<file path="config.mk">
export PLATFORM = sky130hd
export DESIGN_NAME = music_sequence_event_parser_flat
export DESIGN_NICKNAME = d
export VERILOG_FILES = /design/src/rtl/core/msep_pkg.sv /design/src/rtl/core/msep_if.sv /design/src/rtl/core/msep_decode.sv /design/src/rtl/core/msep_scale.sv /design/src/rtl/core/music_sequence_event_parser.sv /design/src/flat_wrapper.sv
export SDC_FILE = /design/constraint.sdc
export NUM_CORES = 1
export LEC_CHECK = 0
export BUFFER_PORTS_ARGS = -buffer_cell sky130_fd_sc_hd__buf_2
export CORE_MARGIN = 2
export CORE_UTILIZATION = 50
export CTS_CLUSTER_SIZE = 16
export DETAILED_ROUTE_END_ITERATION = 10
export GPL_TIMING_DRIVEN = 0
export HOLD_SLACK_MARGIN = 0.03
export PLACE_DENSITY_LB_ADDON = 0.08
export RECOVER_POWER = 50
export SYNTH_ARGS = -nofsm -noshare
export SYNTH_HDL_FRONTEND = slang
export SYNTH_SLANG_ARGS = --single-unit
</file>
<file path="constraint.sdc">
create_clock -name clk -period 10.4 [get_ports clk]
set_input_delay 0.52 -clock clk [delete_from_list [all_inputs] [get_ports clk]]
set_output_delay 0.52 -clock clk [all_outputs]
set_load 0.02 [all_outputs]
</file>
<file path="src/rtl/core/msep_pkg.sv">
// ----------------------------------------------------------------------------
// Sequence event parser package
// Shared types, command codes and tables for the track event parser.
// ----------------------------------------------------------------------------
`timescale 1ns / 1ps
`default_nettype none

package msep_pkg;

	typedef enum logic [3:0] {
		PH_CMD    = 4'd0,
		PH_NDELTA = 4'd1,
		PH_NDUR   = 4'd2,
		PH_NVEL   = 4'd3,
		PH_SKIP   = 4'd4,
		PH_REST   = 4'd5,
		PH_HDELTA = 4'd6,
		PH_HDUR   = 4'd7,
		PH_PROG   = 4'd8,
		PH_TEMPO  = 4'd9,
		PH_VOL    = 4'd10,
		PH_LOOP   = 4'd11,
		PH_JUMP   = 4'd12
	} phase_t;

	typedef enum logic [3:0] {
		EV_NOTE    = 4'd0,
		EV_REST    = 4'd1,
		EV_HOLD    = 4'd2,
		EV_PROG    = 4'd3,
		EV_TEMPO   = 4'd4,
		EV_UNKNOWN = 4'd5,
		EV_LOOP    = 4'd6,
		EV_JUMP    = 4'd7,
		EV_RETURN  = 4'd8,
		EV_END     = 4'd9
	} event_kind_t;

	localparam logic [7:0] CMD_RETURN     = 8'hFF;
	localparam logic [7:0] CMD_NOP_A      = 8'h60;
	localparam logic [7:0] CMD_NOP_B      = 8'h61;
	localparam logic [7:0] CMD_SHORT_NOTE = 8'h62;
	localparam logic [7:0] CMD_SHORT_END  = 8'hC0;
	localparam logic [7:0] CMD_REST       = 8'hE0;
	localparam logic [7:0] CMD_HOLD       = 8'hE1;
	localparam logic [7:0] CMD_PROG       = 8'hE2;
	localparam logic [7:0] CMD_TEMPO      = 8'hEA;
	localparam logic [7:0] CMD_VOLUME     = 8'hEE;
	localparam logic [7:0] CMD_LOOP       = 8'hFD;
	localparam logic [7:0] CMD_JUMP       = 8'hFE;
	localparam logic [7:0] DUR_SHORT_FLAG = 8'h80;
	localparam logic [2:0] ADDR_FIELD_LEN = 3'd4;
	localparam logic [31:0] JUMP_RET_OFS  = 32'd5;
	localparam logic [12:0] RECIP_100     = 13'd5243;
	localparam int          RECIP_SHIFT   = 19;

	typedef struct packed {
		phase_t      phase;
		logic [6:0]  pending_note;
		logic [7:0]  pending_delta;
		logic [7:0]  pending_duration;
		logic [7:0]  last_delta;
		logic [7:0]  last_duration;
		logic [2:0]  skip_count;
		logic [31:0] field_acc;
		logic [31:0] event_begin;
		logic        inside_jump;
		logic [31:0] return_address;
		logic        track_ended;
		logic [2:0]  byte_count;
	} parse_state_t;

	localparam parse_state_t STATE_RESET = '{
		phase:            PH_CMD,
		pending_note:     7'd0,
		pending_delta:    8'd0,
		pending_duration: 8'd0,
		last_delta:       8'd0,
		last_duration:    8'd0,
		skip_count:       3'd0,
		field_acc:        32'd0,
		event_begin:      32'd0,
		inside_jump:      1'b0,
		return_address:   32'd0,
		track_ended:      1'b0,
		byte_count:       3'd0
	};

	typedef struct packed {
		event_kind_t kind;
		logic [6:0]  note;
		logic [7:0]  velocity;
		logic [15:0] product;
		logic [7:0]  advance;
		logic [31:0] value;
		logic        redirect;
		logic [31:0] address;
		logic [2:0]  length;
	} event_t;

	typedef struct packed {
		logic       known;
		logic [2:0] extra;
	} skip_info_t;

	function automatic skip_info_t skip_lookup(input logic [7:0] code);
		skip_info_t r;
		r = '{known: 1'b1, extra: 3'd0};
		case (code)
			8'hC0, 8'hDE, 8'hE3, 8'hEC, 8'hF0, 8'hF2, 8'hFA: r.extra = 3'd1;
			8'hCE, 8'hD1, 8'hD2, 8'hD3, 8'hD4, 8'hD5, 8'hD6, 8'hEF, 8'hF8: r.extra = 3'd2;
			8'hD0, 8'hE4, 8'hE5, 8'hE7, 8'hE9, 8'hF1, 8'hF3: r.extra = 3'd3;
			8'hE6, 8'hE8, 8'hF6, 8'hF7: r.extra = 3'd0;
			default: r.known = 1'b0;
		endcase
		return r;
	endfunction

endpackage

`default_nettype wire

</file>
<file path="src/rtl/core/msep_if.sv">
// ----------------------------------------------------------------------------
// Sequence event parser channels
// Valid/ready channels for track bytes in and decoded events out.
// ----------------------------------------------------------------------------
`timescale 1ns / 1ps
`default_nettype none

interface msep_byte_if;
	logic        valid;
	logic        ready;
	logic [7:0]  data_byte;
	logic [31:0] byte_address;
	logic        track_start;

	modport source (output valid, data_byte, byte_address, track_start, input ready);
	modport sink (input valid, data_byte, byte_address, track_start, output ready);
endinterface

interface msep_event_if;
	logic        valid;
	logic        ready;
	logic [3:0]  event_kind;
	logic [6:0]  note_number;
	logic [7:0]  velocity;
	logic [9:0]  note_length;
	logic [7:0]  time_advance;
	logic [31:0] event_value;
	logic        fetch_redirect;
	logic [31:0] event_address;
	logic [2:0]  event_length;

	modport source (output valid, event_kind, note_number, velocity, note_length,
		time_advance, event_value, fetch_redirect, event_address, event_length,
		input ready);
	modport sink (input valid, event_kind, note_number, velocity, note_length,
		time_advance, event_value, fetch_redirect, event_address, event_length,
		output ready);
endinterface

`default_nettype wire

</file>
<file path="src/rtl/core/msep_decode.sv">
// ----------------------------------------------------------------------------
// Sequence event parser byte decoder
// Next parse state and completed event for one track byte.
// ----------------------------------------------------------------------------
`timescale 1ns / 1ps
`default_nettype none

module msep_decode (
	input  msep_pkg::parse_state_t state,
	input  logic [7:0]             data_byte,
	input  logic [31:0]            byte_address,
	input  logic                   track_start,
	output msep_pkg::parse_state_t next_state,
	output logic                   emit,
	output msep_pkg::event_t       ev
);

	msep_pkg::parse_state_t st;
	msep_pkg::parse_state_t ns;
	msep_pkg::skip_info_t   sk;
	msep_pkg::event_t       e;
	logic                   fire;
	logic [7:0]             mul_a;
	logic [7:0]             mul_b;

	assign sk = msep_pkg::skip_lookup(data_byte);

	always_comb begin
		st    = track_start ? msep_pkg::STATE_RESET : state;
		ns    = st;
		fire  = 1'b0;
		e     = '0;
		mul_a = 8'd0;
		mul_b = 8'd0;
		if (!st.track_ended) begin
			if (st.phase == msep_pkg::PH_CMD) begin
				ns.event_begin = byte_address;
				ns.byte_count  = 3'd1;
				ns.field_acc   = 32'd0;
				if (data_byte == msep_pkg::CMD_RETURN) begin
					fire = 1'b1;
					if (st.inside_jump) begin
						ns.inside_jump = 1'b0;
						e.kind         = msep_pkg::EV_RETURN;
						e.value        = st.return_address;
						e.redirect     = 1'b1;
					end else begin
						ns.track_ended = 1'b1;
						e.kind         = msep_pkg::EV_END;
					end
				end else if (data_byte == msep_pkg::CMD_NOP_A ||
						data_byte == msep_pkg::CMD_NOP_B) begin
					ns.phase = msep_pkg::PH_CMD;
				end else if (data_byte < msep_pkg::CMD_SHORT_NOTE) begin
					ns.pending_note = data_byte[6:0];
					ns.phase        = msep_pkg::PH_NDELTA;
				end else if (data_byte < msep_pkg::CMD_SHORT_END) begin
					ns.pending_note  = 7'(data_byte - msep_pkg::CMD_SHORT_NOTE);
					ns.pending_delta = st.last_delta;
					ns.phase         = msep_pkg::PH_NDUR;
				end else if (data_byte == msep_pkg::CMD_REST) begin
					ns.phase = msep_pkg::PH_REST;
				end else if (data_byte == msep_pkg::CMD_HOLD) begin
					ns.phase = msep_pkg::PH_HDELTA;
				end else if (data_byte == msep_pkg::CMD_PROG) begin
					ns.phase = msep_pkg::PH_PROG;
				end else if (data_byte == msep_pkg::CMD_TEMPO) begin
					ns.phase = msep_pkg::PH_TEMPO;
				end else if (data_byte == msep_pkg::CMD_VOLUME) begin
					ns.phase = msep_pkg::PH_VOL;
				end else if (data_byte == msep_pkg::CMD_LOOP) begin
					ns.skip_count = msep_pkg::ADDR_FIELD_LEN;
					ns.phase      = msep_pkg::PH_LOOP;
				end else if (data_byte == msep_pkg::CMD_JUMP) begin
					ns.skip_count     = msep_pkg::ADDR_FIELD_LEN;
					ns.return_address = byte_address + msep_pkg::JUMP_RET_OFS;
					ns.phase          = msep_pkg::PH_JUMP;
				end else if (!sk.known) begin
					fire           = 1'b1;
					ns.track_ended = 1'b1;
					e.kind         = msep_pkg::EV_END;
				end else if (sk.extra == 3'd0) begin
					fire   = 1'b1;
					e.kind = msep_pkg::EV_UNKNOWN;
				end else begin
					ns.skip_count = sk.extra;
					ns.phase      = msep_pkg::PH_SKIP;
				end
			end else begin
				ns.byte_count = st.byte_count + 3'd1;
				case (st.phase)
					msep_pkg::PH_NDELTA: begin
						ns.pending_delta = data_byte;
						ns.last_delta    = data_byte;
						ns.phase         = msep_pkg::PH_NDUR;
					end
					msep_pkg::PH_NDUR: begin
						if (data_byte < msep_pkg::DUR_SHORT_FLAG) begin
							ns.pending_duration = data_byte;
							ns.last_duration    = data_byte;
							ns.phase            = msep_pkg::PH_NVEL;
						end else begin
							ns.pending_duration = st.last_duration;
							fire       = 1'b1;
							e.kind     = msep_pkg::EV_NOTE;
							e.note     = st.pending_note;
							e.velocity = data_byte - msep_pkg::DUR_SHORT_FLAG;
							e.advance  = st.pending_delta;
							mul_a      = st.pending_delta;
							mul_b      = st.last_duration;
						end
					end
					msep_pkg::PH_NVEL: begin
						fire       = 1'b1;
						e.kind     = msep_pkg::EV_NOTE;
						e.note     = st.pending_note;
						e.velocity = data_byte;
						e.advance  = st.pending_delta;
						mul_a      = st.pending_delta;
						mul_b      = st.pending_duration;
					end
					msep_pkg::PH_SKIP: begin
						ns.skip_count = (st.skip_count != 3'd0) ?
							st.skip_count - 3'd1 : st.skip_count;
						if (ns.skip_count == 3'd0) begin
							fire   = 1'b1;
							e.kind = msep_pkg::EV_UNKNOWN;
						end
					end
					msep_pkg::PH_REST: begin
						fire      = 1'b1;
						e.kind    = msep_pkg::EV_REST;
						e.advance = data_byte;
					end
					msep_pkg::PH_HDELTA: begin
						ns.pending_delta = data_byte;
						ns.phase         = msep_pkg::PH_HDUR;
					end
					msep_pkg::PH_HDUR: begin
						fire      = 1'b1;
						e.kind    = msep_pkg::EV_HOLD;
						e.advance = st.pending_delta;
						mul_a     = st.pending_delta;
						mul_b     = data_byte;
					end
					msep_pkg::PH_PROG: begin
						fire    = 1'b1;
						e.kind  = msep_pkg::EV_PROG;
						e.value = {24'd0, data_byte};
					end
					msep_pkg::PH_TEMPO: begin
						fire    = 1'b1;
						e.kind  = msep_pkg::EV_TEMPO;
						e.value = {24'd0, data_byte};
					end
					msep_pkg::PH_VOL: begin
						ns.phase = msep_pkg::PH_CMD;
					end
					msep_pkg::PH_LOOP, msep_pkg::PH_JUMP: begin
						ns.field_acc  = {st.field_acc[23:0], data_byte};
						ns.skip_count = (st.skip_count != 3'd0) ?
							st.skip_count - 3'd1 : st.skip_count;
						if (ns.skip_count == 3'd0) begin
							fire = 1'b1;
							if (st.phase == msep_pkg::PH_LOOP) begin
								e.kind = msep_pkg::EV_LOOP;
							end else begin
								ns.inside_jump = 1'b1;
								e.kind         = msep_pkg::EV_JUMP;
								e.value        = ns.field_acc;
								e.redirect     = 1'b1;
							end
						end
					end
					default: begin
						ns.phase = msep_pkg::PH_CMD;
					end
				endcase
			end
			if (fire) begin
				ns.phase = msep_pkg::PH_CMD;
			end
		end
		e.product = 16'(mul_a) * 16'(mul_b);
		e.address = ns.event_begin;
		e.length  = ns.byte_count;
	end

	assign next_state = ns;
	assign emit       = fire;
	assign ev         = e;

endmodule

`default_nettype wire

</file>
<file path="src/rtl/core/msep_scale.sv">
// ----------------------------------------------------------------------------
// Sequence event parser length scaler
// Divides delta*dur by 100 and applies the note and hold length limits.
// ----------------------------------------------------------------------------
`timescale 1ns / 1ps
`default_nettype none

module msep_scale (
	input  msep_pkg::event_kind_t kind,
	input  logic [15:0]           product,
	input  logic [7:0]            delta,
	output logic [9:0]            note_length
);

	logic [28:0] scaled;
	logic [9:0]  quot;

	// The reciprocal is exact for products up to 43690; a larger product of two bytes can give a quotient one too high.
	assign scaled = 29'(product) * 29'(msep_pkg::RECIP_100);
	assign quot   = scaled[msep_pkg::RECIP_SHIFT +: 10];

	always_comb begin
		case (kind)
			msep_pkg::EV_NOTE: note_length = (quot == 10'd0) ? 10'd1 : quot;
			msep_pkg::EV_HOLD: note_length = (quot > {2'b00, delta}) ? {2'b00, delta} : quot;
			default:           note_length = 10'd0;
		endcase
	end

endmodule

`default_nettype wire

</file>
<file path="src/rtl/core/music_sequence_event_parser.sv">
// ----------------------------------------------------------------------------
// Music sequence track event parser
// Decodes a track byte stream into note, rest, hold, control and flow events.
// ----------------------------------------------------------------------------
// Track bytes enter on byte_in, one beat per byte with its address; a beat
// with track_start set clears all parse state before the byte is decoded.
// Decoded events leave on event_out, one beat per event, issued on the byte
// that completes the event. Jump and return events raise fetch_redirect and
// the byte source should continue at event_value.
// The block is a three-register pipeline: an input register, a decode stage
// that updates the parse state and forms delta*dur, and a result register
// where the length is divided by 100. An event is valid on event_out once
// its last byte has passed the input, decode and result registers. One byte
// is taken in every cycle while event_out is not stalled.
// When event_out stalls, the whole pipeline holds and byte_in.ready falls
// once the input register is full; no beat is lost or repeated.
// Reset clears the valid bits and returns the parser to expecting a command
// byte with all parse state at zero.
// ----------------------------------------------------------------------------
`timescale 1ns / 1ps
`default_nettype none

module music_sequence_event_parser (
	input  wire logic     clk,
	input  wire logic     arst_n,
	msep_byte_if.sink     byte_in,
	msep_event_if.source  event_out
);

	logic                   advance;
	logic                   valid_s1;
	logic [7:0]             data_byte_s1;
	logic [31:0]            byte_address_s1;
	logic                   track_start_s1;
	msep_pkg::parse_state_t state_q;
	msep_pkg::parse_state_t state_next;
	logic                   dec_emit;
	msep_pkg::event_t       dec_ev;
	logic                   valid_s2;
	msep_pkg::event_t       ev_s2;
	logic [9:0]             scaled_len;
	logic                   out_valid_q;
	msep_pkg::event_t       ev_q;
	logic [9:0]             note_length_q;

	assign advance       = !out_valid_q || event_out.ready;
	assign byte_in.ready = !valid_s1 || advance;

	always_ff @(posedge clk or negedge arst_n) begin
		if (!arst_n) begin
			valid_s1 <= 1'b0;
		end else if (byte_in.ready) begin
			valid_s1 <= byte_in.valid;
		end
	end

	always_ff @(posedge clk) begin
		if (byte_in.ready && byte_in.valid) begin
			data_byte_s1    <= byte_in.data_byte;
			byte_address_s1 <= byte_in.byte_address;
			track_start_s1  <= byte_in.track_start;
		end
	end

	msep_decode u_decode (
		.state        (state_q),
		.data_byte    (data_byte_s1),
		.byte_address (byte_address_s1),
		.track_start  (track_start_s1),
		.next_state   (state_next),
		.emit         (dec_emit),
		.ev           (dec_ev)
	);

	always_ff @(posedge clk or negedge arst_n) begin
		if (!arst_n) begin
			state_q  <= msep_pkg::STATE_RESET;
			valid_s2 <= 1'b0;
		end else if (advance) begin
			valid_s2 <= valid_s1 && dec_emit;
			if (valid_s1) begin
				state_q <= state_next;
			end
		end
	end

	always_ff @(posedge clk) begin
		if (advance && valid_s1 && dec_emit) begin
			ev_s2 <= dec_ev;
		end
	end

	msep_scale u_scale (
		.kind        (ev_s2.kind),
		.product     (ev_s2.product),
		.delta       (ev_s2.advance),
		.note_length (scaled_len)
	);

	always_ff @(posedge clk or negedge arst_n) begin
		if (!arst_n) begin
			out_valid_q <= 1'b0;
		end else if (advance) begin
			out_valid_q <= valid_s2;
		end
	end

	always_ff @(posedge clk) begin
		if (advance && valid_s2) begin
			ev_q          <= ev_s2;
			note_length_q <= scaled_len;
		end
	end

	assign event_out.valid          = out_valid_q;
	assign event_out.event_kind     = ev_q.kind;
	assign event_out.note_number    = ev_q.note;
	assign event_out.velocity       = ev_q.velocity;
	assign event_out.note_length    = note_length_q;
	assign event_out.time_advance   = ev_q.advance;
	assign event_out.event_value    = ev_q.value;
	assign event_out.fetch_redirect = ev_q.redirect;
	assign event_out.event_address  = ev_q.address;
	assign event_out.event_length   = ev_q.length;

endmodule

`default_nettype wire

</file>
<file path="src/flat_wrapper.sv">
// flat-port wrapper written by rule: the top's interface ports become plain ports
module music_sequence_event_parser_flat 
  (clk, arst_n, byte_in_valid, byte_in_data_byte, byte_in_byte_address, byte_in_track_start, byte_in_ready, event_out_valid, event_out_event_kind, event_out_note_number, event_out_velocity, event_out_note_length, event_out_time_advance, event_out_event_value, event_out_fetch_redirect, event_out_event_address, event_out_event_length, event_out_ready);
  msep_byte_if byte_in_i ();
  msep_event_if event_out_i ();
  input  wire logic clk;
  input  wire logic arst_n;
  input wire logic [$bits(byte_in_i.valid)-1:0] byte_in_valid;
  input wire logic [$bits(byte_in_i.data_byte)-1:0] byte_in_data_byte;
  input wire logic [$bits(byte_in_i.byte_address)-1:0] byte_in_byte_address;
  input wire logic [$bits(byte_in_i.track_start)-1:0] byte_in_track_start;
  output wire logic [$bits(byte_in_i.ready)-1:0] byte_in_ready;
  output wire logic [$bits(event_out_i.valid)-1:0] event_out_valid;
  output wire logic [$bits(event_out_i.event_kind)-1:0] event_out_event_kind;
  output wire logic [$bits(event_out_i.note_number)-1:0] event_out_note_number;
  output wire logic [$bits(event_out_i.velocity)-1:0] event_out_velocity;
  output wire logic [$bits(event_out_i.note_length)-1:0] event_out_note_length;
  output wire logic [$bits(event_out_i.time_advance)-1:0] event_out_time_advance;
  output wire logic [$bits(event_out_i.event_value)-1:0] event_out_event_value;
  output wire logic [$bits(event_out_i.fetch_redirect)-1:0] event_out_fetch_redirect;
  output wire logic [$bits(event_out_i.event_address)-1:0] event_out_event_address;
  output wire logic [$bits(event_out_i.event_length)-1:0] event_out_event_length;
  input wire logic [$bits(event_out_i.ready)-1:0] event_out_ready;
  assign byte_in_i.valid = byte_in_valid;
  assign byte_in_i.data_byte = byte_in_data_byte;
  assign byte_in_i.byte_address = byte_in_byte_address;
  assign byte_in_i.track_start = byte_in_track_start;
  assign byte_in_ready = byte_in_i.ready;
  assign event_out_valid = event_out_i.valid;
  assign event_out_event_kind = event_out_i.event_kind;
  assign event_out_note_number = event_out_i.note_number;
  assign event_out_velocity = event_out_i.velocity;
  assign event_out_note_length = event_out_i.note_length;
  assign event_out_time_advance = event_out_i.time_advance;
  assign event_out_event_value = event_out_i.event_value;
  assign event_out_fetch_redirect = event_out_i.fetch_redirect;
  assign event_out_event_address = event_out_i.event_address;
  assign event_out_event_length = event_out_i.event_length;
  assign event_out_i.ready = event_out_ready;
  music_sequence_event_parser u_core (.clk(clk), .arst_n(arst_n), .byte_in(byte_in_i), .event_out(event_out_i));
endmodule
</file>
== Yosys cells after proc, flatten, opt, wreduce, memory -nomap -nowiden ==
Index checks and enable logic that the tools add are counted.

* Logic and storage cells: 257
* Output and inout port bits: 107
* Input port bits: 45
* Flip-flop bits (word level): 407

* Add/sub/neg operators: 5
* $lt $le $gt $ge: 4
* Eq/ne operators: 49
* Multipliers: 2
* Muxes and demuxes: 131
* Reduce and logical (&&, ||, !) cells: 29

{| class="wikitable"
|+ Operators by type and width
! operator !! number
|-
| $mux 33 || 15
|-
| $mux 147 || 2
|-
| $eq 8x8->1 const B || 35
|-
| $mux 32 || 4
|-
| $mux 4 || 28
|-
| $mux 8 || 13
|-
| $pmux 32 s2 || 1
|-
| $mux 3 || 18
|-
| $pmux 8 s3 || 2
|-
| $mux 15 || 3
|-
| $mux 35 || 1
|-
| $add 32x3->32 const B || 1
|-
| $mux 1 || 31
|-
| $pmux 15 s2 || 1
|-
| $mul 16x13->29 const B || 1
|-
| $pmux 4 s7 || 1
|-
| $reduce_or 27->1 || 1
|-
| $mux 24 || 1
|-
| $mux 10 || 2
|-
| $pmux 10 s2 || 1
|-
| $mux 19 || 1
|-
| $eq 4x3->1 const B || 4
|-
| $eq 4x4->1 const B || 4
|-
| $eq 8x7->1 const B || 2
|-
| 30 further kinds || 47
|}

== Longest topological paths before layout ==
Gate-level depths: netlist of the first run.

* Word-level depth: 21
* Mapped depth: 28
* Depth with buffers taken out: 27

== Modules after synthesis ==
A second synthesis of the first run with hierarchy kept.

* Cell total of the unflattened synthesis: 2195
* Area total of the unflattened synthesis: 25324.3 µm²

{| class="wikitable"
|+ By module, submodules not included
! module !! sequential area each (µm²) !! cells each !! area an instance (µm²) !! instances
|-
| music_sequence_event_parser || 11471.0 || 582 || 13769.5 || 1
|-
| msep_decode || 0.0 || 1123 || 7079.3 || 1
|-
| msep_scale || 0.0 || 490 || 4475.5 || 1
|}

== Worst setup path after synthesis of the first run ==
No wires, ideal clock.

* Path kind: reg2reg
* Start: register u_core.data_byte_s1[2]
* End: register u_core.ev_s2[0] (netlist name) (enable)
* Clock period less this slack: 7.390 ns
* Slack: 3.010 ns
* Stages on the path, launching flop included: 13
* Data arrival time: 6.807 ns
* Path through: edfxtp_1 -> clkbuf_1 -> inv_1 -> ha_1 -> nor4b_1 -> a31oi_1 -> o32ai_1 -> a21oi_1 -> and3_1 -> clkbuf_1 -> and2_1 -> o32ai_1 -> nor2_1

* Longest elaborated chain between the ends: 21

{| class="wikitable"
|+ RTL lines
! what !! line !! source
|-
| from (decl) || music_sequence_event_parser.sv:32 || <nowiki>logic [7:0] data_byte_s1;</nowiki>
|-
| from (signal assigned) || music_sequence_event_parser.sv:59 || <nowiki>data_byte_s1 <= byte_in.data_byte;</nowiki>
|-
| $eq 8x8->1 || msep_pkg.sv:109 || <nowiki>case (code)</nowiki>
|-
| $reduce_or 9->1, or another cell as far along || -- ||
|-
| $pmux 2 s3 || msep_pkg.sv:109 ||
|-
| $logic_not 3->1 || msep_decode.sv:82 || <nowiki>end else if (sk.extra == 3'd0) begin</nowiki>
|-
| $mux 1 || msep_decode.sv:82 ||
|-
| $mux 1 || msep_decode.sv:78 || <nowiki>end else if (!sk.known) begin</nowiki>
|-
| $mux 1 || msep_decode.sv:74 || <nowiki>end else if (data_byte == msep_pkg::CMD_JUMP) begin</nowiki>
|-
| $mux 1 || msep_decode.sv:71 || <nowiki>end else if (data_byte == msep_pkg::CMD_LOOP) begin</nowiki>
|-
| (+4 left out) || -- ||
|-
| $mux 1 || msep_decode.sv:61 || <nowiki>end else if (data_byte == msep_pkg::CMD_REST) begin</nowiki>
|-
| $mux 1 || msep_decode.sv:57 || <nowiki>end else if (data_byte < msep_pkg::CMD_SHORT_END) begin</nowiki>
|-
| $mux 1 || msep_decode.sv:54 || <nowiki>end else if (data_byte < msep_pkg::CMD_SHORT_NOTE) begin</nowiki>
|-
| $mux 1 || msep_decode.sv:51 || <nowiki>end else if (data_byte == msep_pkg::CMD_NOP_A ||</nowiki>
|-
| $mux 1 || msep_decode.sv:40 || <nowiki>if (data_byte == msep_pkg::CMD_RETURN) begin</nowiki>
|-
| $mux 1 * || msep_decode.sv:36 || <nowiki>if (st.phase == msep_pkg::PH_CMD) begin</nowiki>
|-
| $mux 1 * (2 in series) || msep_decode.sv:35 || <nowiki>if (!st.track_ended) begin</nowiki>
|-
| $logic_and 1x1->1 * || music_sequence_event_parser.sv:88 || <nowiki>if (advance && valid_s1 && dec_emit) begin</nowiki>
|-
| to (signal assigned) || music_sequence_event_parser.sv:89 || <nowiki>ev_s2 <= dec_ev;</nowiki>
|-
| to (decl) || music_sequence_event_parser.sv:40 || <nowiki>msep_pkg::event_t ev_s2;</nowiki>
|}

Every way passes the cells marked *; elsewhere a longest branch is shown, timed or not. The select of a mux whose other input is x is not followed.
A chain may end at the register's enable or synchronous reset.

== Worst setup path after layout of the first run ==
* Start: register u_core.ev_s2[84] (netlist name)
* End: register u_core.note_length_q[0] (netlist: u_core.event_out.note_length[0]) (data pin)

* Longest elaborated chain between the ends: 4

{| class="wikitable"
|+ RTL lines
! what !! line !! source
|-
| $mul 16x13->29 * || msep_scale.sv:19 || <nowiki>assign scaled = 29'(product) * 29'(msep_pkg::RECIP_100);</nowiki>
|-
| $gt 10x8->1 or $logic_not 10->1 (tied branches) || msep_scale.sv:25, msep_scale.sv:24 ||
|-
| $mux 10, on equally long branches || msep_scale.sv:25, msep_scale.sv:24 ||
|-
| $pmux 10 s2 * || msep_scale.sv:23 || <nowiki>case (kind)</nowiki>
|-
| named net u_core.scaled_len[0] || music_sequence_event_parser.sv:41 || <nowiki>logic [9:0] scaled_len;</nowiki>
|-
| to (signal assigned) || music_sequence_event_parser.sv:111 || <nowiki>note_length_q <= scaled_len;</nowiki>
|-
| to (decl) || music_sequence_event_parser.sv:44 || <nowiki>logic [9:0] note_length_q;</nowiki>
|}

The timed path passes the listed nets; every way through them passes the cells marked *.

==> out/qor.csv, run 1 <==
metric,value,unit
worst_path_max_delay_cell,sky130_fd_sc_hd__o41ai_4,
synth_async_sr_flop_share,35.59,%
postSynthRegisterBits,399,
timing.final.crit_share,72.25,%
r2r_slack,2890,ps
grt_overflow,0,
max-cap-violations,4,
synth_nets,2380,
violations,"capacitance limit, slew limit",
dp_hpwl,42.08,mm
cts.sink_count,399,
placed_cells,2819,
initial_core_util,50.89,%
report.final.setup_viol,0,
floorplan.die.height,216.8,um
number_of_filler_instances_in_the_final_layout,3928,
data_required_time_at_the_worst_endpoint,10720,ps
min_path_cells,1,
drc_markers,0,
ctsHtreeMaxLevel,2,
drt_pass1_iterations,6,
route.detailed.vias_per_inst,5.523,
most-common-layout-cells,"357 x sky130_fd_sc_hd__nand2_1, 257 x sky130_fd_sc_hd__edfxtp_1, 203 x sky130_fd_sc_hd__inv_1, 188 x sky130_fd_sc_hd__clkbuf_1, 154 x sky130_fd_sc_hd__ha_1",
maxSlewViolCount,233,
rr_endpoint,u_core.event_out.note_length[0]$_DFFE_PP_,
grt_start_max_net_pins,81,
post_cts.repair.setup_buffers,0,
synth_enable_flop_cells,257,
fp-row-count,77,
crit_arrival,7830,ps
ys_seq_area_share,49.76,%
cpPeakStageDelay,700,ps
crit_path_start_kind,flop,
syn_inst,2070,
detail_route.iter0.violations,1463,
worst_setup_hold_path_clk_slew,60,ps
outcome,finished with violations,
r2r_start,u_core.ev_s2[84]$_DFFE_PP_,
worstHoldEndpoint,u_core.byte_address_s1[19]$_DFFE_PP_,
antenna_found_initial,0,
grt_pass1_vias,16320,
clock_latency,580,ps
route.final.wire_length,56.75,mm
timing.critical_path.to_type,flop,
critPathMaxFanout,8,
io_buffer_count,151,
period_minus_slack,7514,ps
rr_worst_depth,24,
ratio_of_cells_with_drive_above_1_in_the_final_layout,6.329,%
critPathKind,flop to flop,
holdWs,111.0,ps
final_antenna_net_count,0,
final_cells,2899,
vias,16010,
report.final.hold_viol_count,0,
rsz0062_at_grt,no,
worst_path_most_repeated_cell,sky130_fd_sc_hd__fa_1,
cts_buffers,43,
critical_path_cell_by_cell,ha_1 > fa_1 > fa_1 > inv_1 > fa_1 > fa_1 > inv_1 > ha_1 > a21oi_1 > nand3_1 > o21ai_0 > nand2b_1 > a21oi_1 > xnor2_1 > ha_1 > nor2b_1 > o21a_1 > o21ai_0 > a21oi_1 > a211oi_1 > o21ai_0 > o41ai_4 > mux2i_1 > o2bb2ai_1,
clock-root-buffer,sky130_fd_sc_hd__clkbuf_16,
design.core.area,0.04451,mm^2
fp.dieW,216.8,um
io-pin-count,152,
synthesized_area,0.02265,mm^2
layout.nets,2583,
finalWorstSetupSlack,2886,ps
worst_min_path_class,input pin to flop,
cts_hold_buffers,1,
tritoncts,done,
clock_tree.buffer_depth,3,
max_freq,0.1331,GHz
slew-limit-headroom,-198.9,%
area_delta_synth_final,12.75,%
finalWeightedCongestion,0.9159,
worst_clock_skew,13.86,ps
global_route_wire_length_before_repair,90.00,mm
synth_ff_type,sky130_fd_sc_hd__edfxtp_1,
cts_resized,0,
mostFrequentLayoutCell,sky130_fd_sc_hd__nand2_1,
worstMarginPinSlew,4484,ps
synthDistinctLibCells,73,
syn_area_per_cell,10.94,um^2
synth_warnings,0,
finish.utilization,57.38,%
antenna_cells,0,
grt_usage,24.64,%
detailedPlace.worstSlack,2947,ps
min-delay-start,byte_in_byte_address[19],
route.detailed.wl_per_inst,19.58,um
die-area,0.04702,mm^2
final cells by class:
type	instances	area, um^2	share of cell area, %
clock buffers	58	1162	4.551
multi-input cells	1381	10300	40.33
clock inverters	21	236.5	0.9259
flip-flops and latches	399	11270	44.13
repair buffers	158	735.7	2.881
inverters	204	765.7	2.998
well taps	592	740.7	2.900
plain buffers	86	326.6	1.279
state kept, by name, indices dropped and copies added (netlist names), 10 cells and up:
signal,count
u_core.event_out.event_address,32
u_core.ev_s2,111
u_core.state_q,139
u_core.byte_address_s1,32
u_core.event_out.event_value,32
u_core.event_out.note_length,10
routing by layer:
metal / vias up / share of wire [%] / GRT usage, %
met5: - / 0 / 0
met4: 0 / 2.7 / 8.151
met3: 89 / 5.7 / 4.179
met2: 442 / 48 / 41.25
met1: 7913 / 43 / 32.79
li1: 7566 / - / -
metrics by stage:
step                      area, um^2  TNS [ps]
after floorplan                22650         0
after global placement         24150    -52720
after detailed placement       24300         0
after CTS                      25710         0
after global routing           25540         0
final                          25540         0
logic make-up (layout without fill, tap and decap cells):
family,Yosys count,in the layout,synth area share [%]
mux,15,15,0.6739
buf+inv,290,527,4.822
fa+ha+maj,265,265,18.32
simple gates,675,675,13.15
flops,399,399,49.76
compound gates,371,371,11.15
xor+xnor,55,55,2.127
worst max-delay path: cells and delay by family, from the launching register on:
| family | cells | cell delay, ps |
|---|---|---|
| AO/OA/AOI/OAI | 10 | 2580 |
| XOR/XNOR | 1 | 240 |
| adder cells (fa/ha/maj) | 7 | 3050 |
| buffers and inverters | 2 | 90 |
| flip-flops | 1 | 570 |
| multiplexers | 1 | 280 |
| AND/OR/NAND/NOR | 3 | 410 |
synthesized netlist by cell type, drive strengths merged, types with 11 or more instances:
master	count	area, um^2
a21o	23	173.9
a21oi	68	344.1
a22o	56	490.5
a22oi	30	225.2
a31oi	12	75.07
and2	23	143.9
and3	17	106.4
buf	12	48.79
clkbuf	74	277.8
dfrtp	142	3553
edfxtp	257	7717
fa	111	2222
ha	154	1927
inv	203	762.0
mux2i	13	130.1
nand2	357	1340
nand2b	15	93.84
nand3	27	135.1
nand4	17	106.4
nor2	130	488.0
nor2b	25	156.4
nor3	19	95.09
nor4	14	87.58
o21ai	105	529.3
or2	11	68.82
xnor2	25	219.0
xor2	30	262.8
worst max path at each step:
stage                                      from                                   endpoint  slack [ps]  cells after the start
6_report             u_core.ev_s2[84]$_DFFE_PP_  u_core.event_out.note_length[0]$_DFFE_PP_        2890                     24
5_1_grt                                  arst_n            u_core.state_q[139]$_DFFE_PN0P_        1620                      3
4_1_cts              u_core.ev_s2[84]$_DFFE_PP_  u_core.event_out.note_length[0]$_DFFE_PP_        2920                     24
3_5_place_dp         u_core.ev_s2[84]$_DFFE_PP_  u_core.event_out.note_length[0]$_DFFE_PP_        2950                     24
3_3_place_gp   u_core.data_byte_s1[2]$_DFFE_PP_                 u_core.ev_s2[87]$_DFFE_PP_        -490                     12
2_1_floorplan  u_core.data_byte_s1[2]$_DFFE_PP_                  u_core.ev_s2[0]$_DFFE_PP_        3010                     12
Power of run 1 is not shown: default switching activity piles up to over one toggle a cycle in this logic, so the estimate is an artifact.
==> inputs of run 2 (changes only) <==
clock period = 7 ns   (was 10.4 ns; I/O delays follow)
==> run 2 against run 1 <==
Net effect:
- the run still ends with capacitance limit, slew limit left
- utilization rose by 1.8 points
- sequential share of layout area fell by 1.3 points
- wire length rose by 1.2%
- die area did not move
- global-route usage barely moved
- clock skew rose by 49 ps
- fmax rose by 12%
- critical path type unchanged
- highest routed layer is now met5
==> out/qor.csv, run 2 (synthesized netlist as in run 1, its figures left out) <==
metric,value,unit,change
rr_endpoint,u_core.event_out.note_length[0]$_DFFE_PP_,,
min-delay-start,event_out_ready,,
ctsHtreeMaxLevel,2,,unchanged
cts.sink_count,399,,unchanged
worst_min_path_class,input pin to flop,,
r2r_start,u_core.ev_s2[85]$_DFFE_PP_,,
io_buffer_count,151,,unchanged
io-pin-count,152,,unchanged
final_antenna_net_count,0,,unchanged
crit_path_start_kind,flop,,
met1_usage,32.44,%,-0.34 points
route.detailed.vias_per_inst,5.497,,-0.45%
finalWeightedCongestion,0.9059,,-1.1%
clock_latency,600,ps,+20 ps
die-area,0.04702,mm^2,unchanged
max_freq,0.1491,GHz,+12%
critical-path-top-delay-family,adder cells,,
reg_top3,"u_core.state_q (139), u_core.ev_s2 (111)",,
global_route_wire_length_before_repair,90.21,mm,+0.24%
tritoncts,done,,
route.detailed.wl_per_inst,19.30,um,-1.4%
fp-row-count,77,,unchanged
cts_buffers,44,,+2.3%
r2r_slack,290,ps,-2590 ps
crit_arrival,6990,ps,-840 ps
timing.critical_path.to_type,flop,,
worst_path_most_repeated_cell,sky130_fd_sc_hd__fa_1,,
outcome,finished with violations,,
rr_worst_depth,25,,+4.2%
clock-root-buffer,sky130_fd_sc_hd__clkbuf_16,,
groute.layer.met2.usage,41.93,%,+0.68 points
grt_start_max_net_pins,95,,+17%
dp_hpwl,42.11,mm,about the same
most-common-layout-cells,"355 x sky130_fd_sc_hd__nand2_1, 257 x sky130_fd_sc_hd__edfxtp_1, 203 x sky130_fd_sc_hd__inv_1, 191 x sky130_fd_sc_hd__clkbuf_1, 154 x sky130_fd_sc_hd__ha_1",,
area_delta_synth_final,16.20,%,
grt_busiest_layer,met2,,
holdWs,73.98,ps,-36.98 ps
ratio_of_cells_with_drive_above_1_in_the_final_layout,8.225,%,+1.9 points
drc_markers,0,,unchanged
maxSlewViolCount,222,,-4.7%
biggest_register,u_core.state_q,,
cpPeakStageDelay,510,ps,-190 ps
floorplan.die.height,216.8,um,unchanged
grtUsageMet3,4.249,%,+0.070 points
worst_setup_hold_path_clk_slew,60,ps,about the same
violations,"capacitance limit, slew limit",,
layout.nets,2657,,+2.9%
design.core.area,0.04451,mm^2,unchanged
report.final.hold_viol_count,0,,unchanged
vias,16360,,+2.2%
fp.dieW,216.8,um,unchanged
worst_path_max_delay_cell,sky130_fd_sc_hd__fa_1,,
mostFrequentLayoutCell,sky130_fd_sc_hd__nand2_1,,
min_path_cells,4,,+3
detail_route.iter0.violations,1227,,-16%
antenna_cells,0,,unchanged
slew-limit-headroom,-95.33,%,+100 points
worst_clock_skew,62.94,ps,+49.08 ps
timing.final.crit_share,95.83,%,+24 points
largest_register_ff_count,139,,unchanged
route.final.wire_length,57.41,mm,+1.2%
worstHoldEndpoint,u_core.valid_s1$_DFFE_PN0N_,,
grt_pass1_vias,16400,,+0.49%
critPathBufInv,4,,+2
drt_pass1_iterations,6,,unchanged
antenna_found_initial,1,,+1
grt_overflow,0,,unchanged
critPathMaxFanout,5,,-3
initial_core_util,50.89,%,unchanged
clock_tree.buffer_depth,3,,unchanged
grt_usage,24.65,%,about the same
period_minus_slack,6708,ps,-805.9 ps
max-cap-violations,4,,unchanged
critPathKind,flop to flop,,
data_required_time_at_the_worst_endpoint,7280,ps,-3440 ps
worstMarginPinSlew,2928,ps,-1556 ps
report.final.setup_viol,0,,unchanged
run 2: cell types whose count changed in the layout (fill, tap and decap cells not counted), sizes merged:
cell	change
dlygate4sd3	+42
buf	+23
clkbuf	+4
clkinvlp	+4
inv	+3
bufinv	-1
clkinv	+1
run 2: worst max-delay path by stage:
stage	start	to	slack [ps]	cells after the start
6_report	u_core.ev_s2[85]$_DFFE_PP_	u_core.event_out.note_length[0]$_DFFE_PP_	290	25
5_1_grt	u_core.ev_s2[89]$_DFFE_PP_	u_core.event_out.note_length[0]$_DFFE_PP_	-10	27
4_1_cts	u_core.ev_s2[84]$_DFFE_PP_	u_core.event_out.note_length[6]$_DFFE_PP_	30	25
3_5_place_dp	u_core.ev_s2[84]$_DFFE_PP_	u_core.event_out.note_length[0]$_DFFE_PP_	-460	24
3_3_place_gp	u_core.data_byte_s1[2]$_DFFE_PP_	u_core.ev_s2[84]$_DFFE_PP_	-890	12
2_1_floorplan	u_core.ev_s2[84]$_DFFE_PP_	u_core.event_out.note_length[0]$_DFFE_PP_	630	24
run 2: layer usage:
layer,vias up,wire [um]
met5,-,12
met4,2,1465
met3,102,3222
met2,450,28210
met1,8065,24500
li1,7736,-
run 2: metrics by stage:
stage / util [%] / setup TNS, ps / std cells / setup WS [ps] / area, um^2
5_1_grt: 59.13 / -25.47 / 2975 / -10.10 / 26320
3_5_place_dp: 54.59 / -3491 / 2819 / -456.8 / 24300
6_report: 59.13 / 0 / 2975 / 292.0 / 26320
3_3_place_gp: 54.26 / -101220 / 2813 / -891.1 / 24150
4_1_cts: 58.77 / 0 / 2946 / 28.59 / 26160
2_1_floorplan: - / 0 / 2070 / 634.3 / 22650
run 2: final cells by class:
type | instances | area [um^2]
Buffer | 85 | 324.1
Clock buffer | 54 | 1149
Clock inverter | 28 | 254.0
Fill cell | 3884 | 18190
Inverter | 204 | 765.7
Multi-Input combinational cell | 1381 | 10430
Sequential cell | 399 | 11270
Tap cell | 592 | 740.7
Timing Repair Buffer | 232 | 1389
run 2: tightest hold or removal path, cell delays in order:
cell and delay [ps]:
sky130_fd_sc_hd__buf_2 80, sky130_fd_sc_hd__nor2b_1 50, sky130_fd_sc_hd__nand2_1 90, sky130_fd_sc_hd__nand2b_1 60
run 2: what timing repair did:
item | CTS | global route
resized for setup | 4 | 27
buffers inserted | 2 | 30
hold buffers | 43 | 0
hold endpoints to repair | 90 | 0
endpoints found under the setup margin | 9 | 13
pin swaps | 1 | 3
Power of run 2 is left out for the same reason.
==> inputs of run 3 (changes only) <==
CORE_MARGIN = unset   (was 2)
==> run 3 against run 2 <==
Net effect:
- the run still ends with capacitance limit, slew limit left
- worst hold slack better by 33 ps
- flip-flop and latch count unchanged
- non-clock buffer count up 2
- utilization grew 0.063 points
- die area decreased by 1.8%
- fmax up 0.45%
- first-iteration DRC count decreased by 4.4%
- design area decreased by 0.11%
- sequential share of layout area barely moved
- critical endpoint unchanged
- highest routed layer is now met4
==> out/qor.csv, run 3 (synthesized netlist as in run 1, its figures left out) <==
metric,value,unit,change
placed_cells,2820,,+0.035%
route.detailed.vias_per_inst,5.520,,+0.41%
biggest_register,u_core.state_q,,
layout.nets,2658,,+0.038%
fp.dieW,214.8,um,-0.92%
clock_tree.buffer_depth,3,,unchanged
ctsHtreeMaxLevel,2,,unchanged
min_path_cells,3,,-1
route.final.wire_length,57.44,mm,about the same
crit_arrival,6990,ps,about the same
vias,16430,,+0.45%
worstHoldEndpoint,u_core.valid_s2$_DFFE_PN0N_,,
io-pin-count,152,,unchanged
finalWeightedCongestion,0.9178,,+1.3%
global_route_wire_length_before_repair,91.71,mm,+1.7%
fp-row-count,77,,unchanged
grt_pass1_vias,16650,,+1.5%
cts_buffers,43,,-2.3%
mostFrequentLayoutCell,sky130_fd_sc_hd__nand2_1,,
clock_latency,580,ps,-20 ps
report.final.hold_viol_count,0,,unchanged
timing.critical_path.to_type,flop,,
multiInputGateArea,0.01038,mm^2,-0.42%
grt_usage,25.40,%,+0.75 points
die-area,0.04616,mm^2,-1.8%
placement.cell_area,0.02433,mm^2,+0.14%
floorplan.die.height,214.8,um,-0.92%
critPathKind,flop to flop,,
report.final.setup_viol,0,,unchanged
reg_top3,"u_core.state_q (139), u_core.ev_s2 (111)",,
outcome,finished with violations,,
clock-root-buffer,sky130_fd_sc_hd__clkbuf_16,,
rr_worst_depth,26,,+4.0%
max-cap-violations,4,,unchanged
final_antenna_net_count,0,,unchanged
postLayoutCellArea,0.02629,mm^2,-0.11%
drc_markers,0,,unchanged
drt_pass1_iterations,5,,-1
worst_setup_hold_path_clk_slew,60,ps,about the same
initial_core_util,51.00,%,+0.11 points
data_required_time_at_the_worst_endpoint,7310,ps,+30 ps
design.core.area,0.04441,mm^2,-0.22%
grt_start_max_net_pins,90,,-5.3%
max_freq,0.1497,GHz,+0.45%
area_delta_synth_final,16.07,%,
holdWs,106.9,ps,+32.89 ps
regArea,0.01127,mm^2,unchanged
detail_route.iter0.violations,1173,,-4.4%
io_buffer_count,151,,unchanged
final_cells,2976,,+0.034%
route.detailed.wl_per_inst,19.30,um,about the same
largest_register_ff_count,139,,unchanged
cts.sink_count,399,,unchanged
critPathMaxFanout,8,,+3
r2r_start,u_core.ev_s2[85]$_DFFE_PP_,,
period_minus_slack,6678,ps,-29.93 ps
worstMarginPinSlew,3466,ps,+538.1 ps
rr_endpoint,u_core.event_out.note_length[0]$_DFFE_PP_,,
finalSetupTns,0,ps,unchanged
ratio_of_cells_with_drive_above_1_in_the_final_layout,7.554,%,-0.67 points
most-common-layout-cells,"355 x sky130_fd_sc_hd__nand2_1, 257 x sky130_fd_sc_hd__edfxtp_1, 203 x sky130_fd_sc_hd__inv_1, 197 x sky130_fd_sc_hd__clkbuf_1, 154 x sky130_fd_sc_hd__ha_1",,
number_of_filler_instances_in_the_final_layout,3803,,-2.1%
grt_overflow,0,,unchanged
worst_min_path_class,input pin to flop,,
slew-limit-headroom,-131.1,%,-36 points
violations,"capacitance limit, slew limit",,
tritoncts,done,,
antenna_found_initial,0,,-1
r2r_slack,320,ps,+30 ps
dp_hpwl,42.11,mm,about the same
timing.final.crit_share,95.40,%,-0.43 points
min-delay-start,event_out_ready,,
crit_path_start_kind,flop,,
maxSlewViolCount,231,,+4.1%
worst_clock_skew,16.91,ps,-46.02 ps
-- run 3: worst max-delay path by stage --
stage                                                 from                                   endpoint  slack (ps)  cells past startpoint
after global placement    u_core.data_byte_s1[2]$_DFFE_PP_                 u_core.ev_s2[28]$_DFFE_PP_        -820                     12
after CTS                  u_core.state_q[145]$_DFFE_PN0P_                 u_core.ev_s2[91]$_DFFE_PP_           9                     22
final                           u_core.ev_s2[85]$_DFFE_PP_  u_core.event_out.note_length[0]$_DFFE_PP_         320                     26
after global routing            u_core.ev_s2[87]$_DFFE_PP_  u_core.event_out.note_length[0]$_DFFE_PP_         -40                     25
after floorplan                 u_core.ev_s2[84]$_DFFE_PP_  u_core.event_out.note_length[0]$_DFFE_PP_         630                     24
after detailed placement        u_core.ev_s2[84]$_DFFE_PP_  u_core.event_out.note_length[4]$_DFFE_PP_        -420                     24
-- run 3: worst max-delay path, stage by stage, from the launching register on --
cell and delay, ps:
sky130_fd_sc_hd__edfxtp_1 520, sky130_fd_sc_hd__ha_1 380, sky130_fd_sc_hd__fa_1 400, sky130_fd_sc_hd__fa_1 550
sky130_fd_sc_hd__inv_1 60, sky130_fd_sc_hd__fa_1 500, sky130_fd_sc_hd__fa_1 490, sky130_fd_sc_hd__inv_1 40
sky130_fd_sc_hd__ha_1 350, sky130_fd_sc_hd__nand3_1 140, sky130_fd_sc_hd__o221ai_2 130, sky130_fd_sc_hd__a221oi_4 360
sky130_fd_sc_hd__and3b_2 240, sky130_fd_sc_hd__o21ai_0 190, sky130_fd_sc_hd__xnor2_1 180, sky130_fd_sc_hd__inv_1 100
sky130_fd_sc_hd__ha_1 140, sky130_fd_sc_hd__nor2b_1 40, sky130_fd_sc_hd__o21a_1 150, sky130_fd_sc_hd__o21ai_0 140
sky130_fd_sc_hd__a21oi_1 90, sky130_fd_sc_hd__a211oi_1 200, sky130_fd_sc_hd__o21ai_1 160, sky130_fd_sc_hd__o41ai_4 350
sky130_fd_sc_hd__buf_6 200, sky130_fd_sc_hd__mux2i_1 190, sky130_fd_sc_hd__o2bb2ai_1 90
-- run 3: final cells by class --
cell class,count,area share (%)
Sequential cell,399,42.87
Multi-Input combinational cell,1381,39.49
Timing Repair Buffer,233,5.411
Clock buffer,57,4.407
Inverter,204,2.912
Tap cell,592,2.817
Buffer,86,1.242
Clock inverter,23,0.8376
Antenna cell,1,0.009518
-- run 3: layer usage --
metal / GRT usage (%) / vias to the layer above / wire, um
li1: - / 7725 / -
met5: 0 / - / 0
met1: 33.60 / 8101 / 24540
met3: 4.671 / 98 / 3505
met2: 42.19 / 504 / 27720
met4: 8.452 / 0 / 1677
-- run 3: through the flow --
stage               setup WS [ps]  util (%)
global route               -41.76     59.19
CTS                         9.395     58.90
finish                      321.9     59.20
detailed placement         -418.3     54.79
global placement           -815.1     54.37
floorplan                   634.3         -
-- run 3: timing repair --
item,4_1_cts,5_1_grt
hold endpoints to repair,95,0
buffers inserted,1,31
hold buffers,43,0
setup endpoints to repair,9,12
pin swaps,1,1
resized for setup,3,17
Power of run 3 is left out for the same reason.
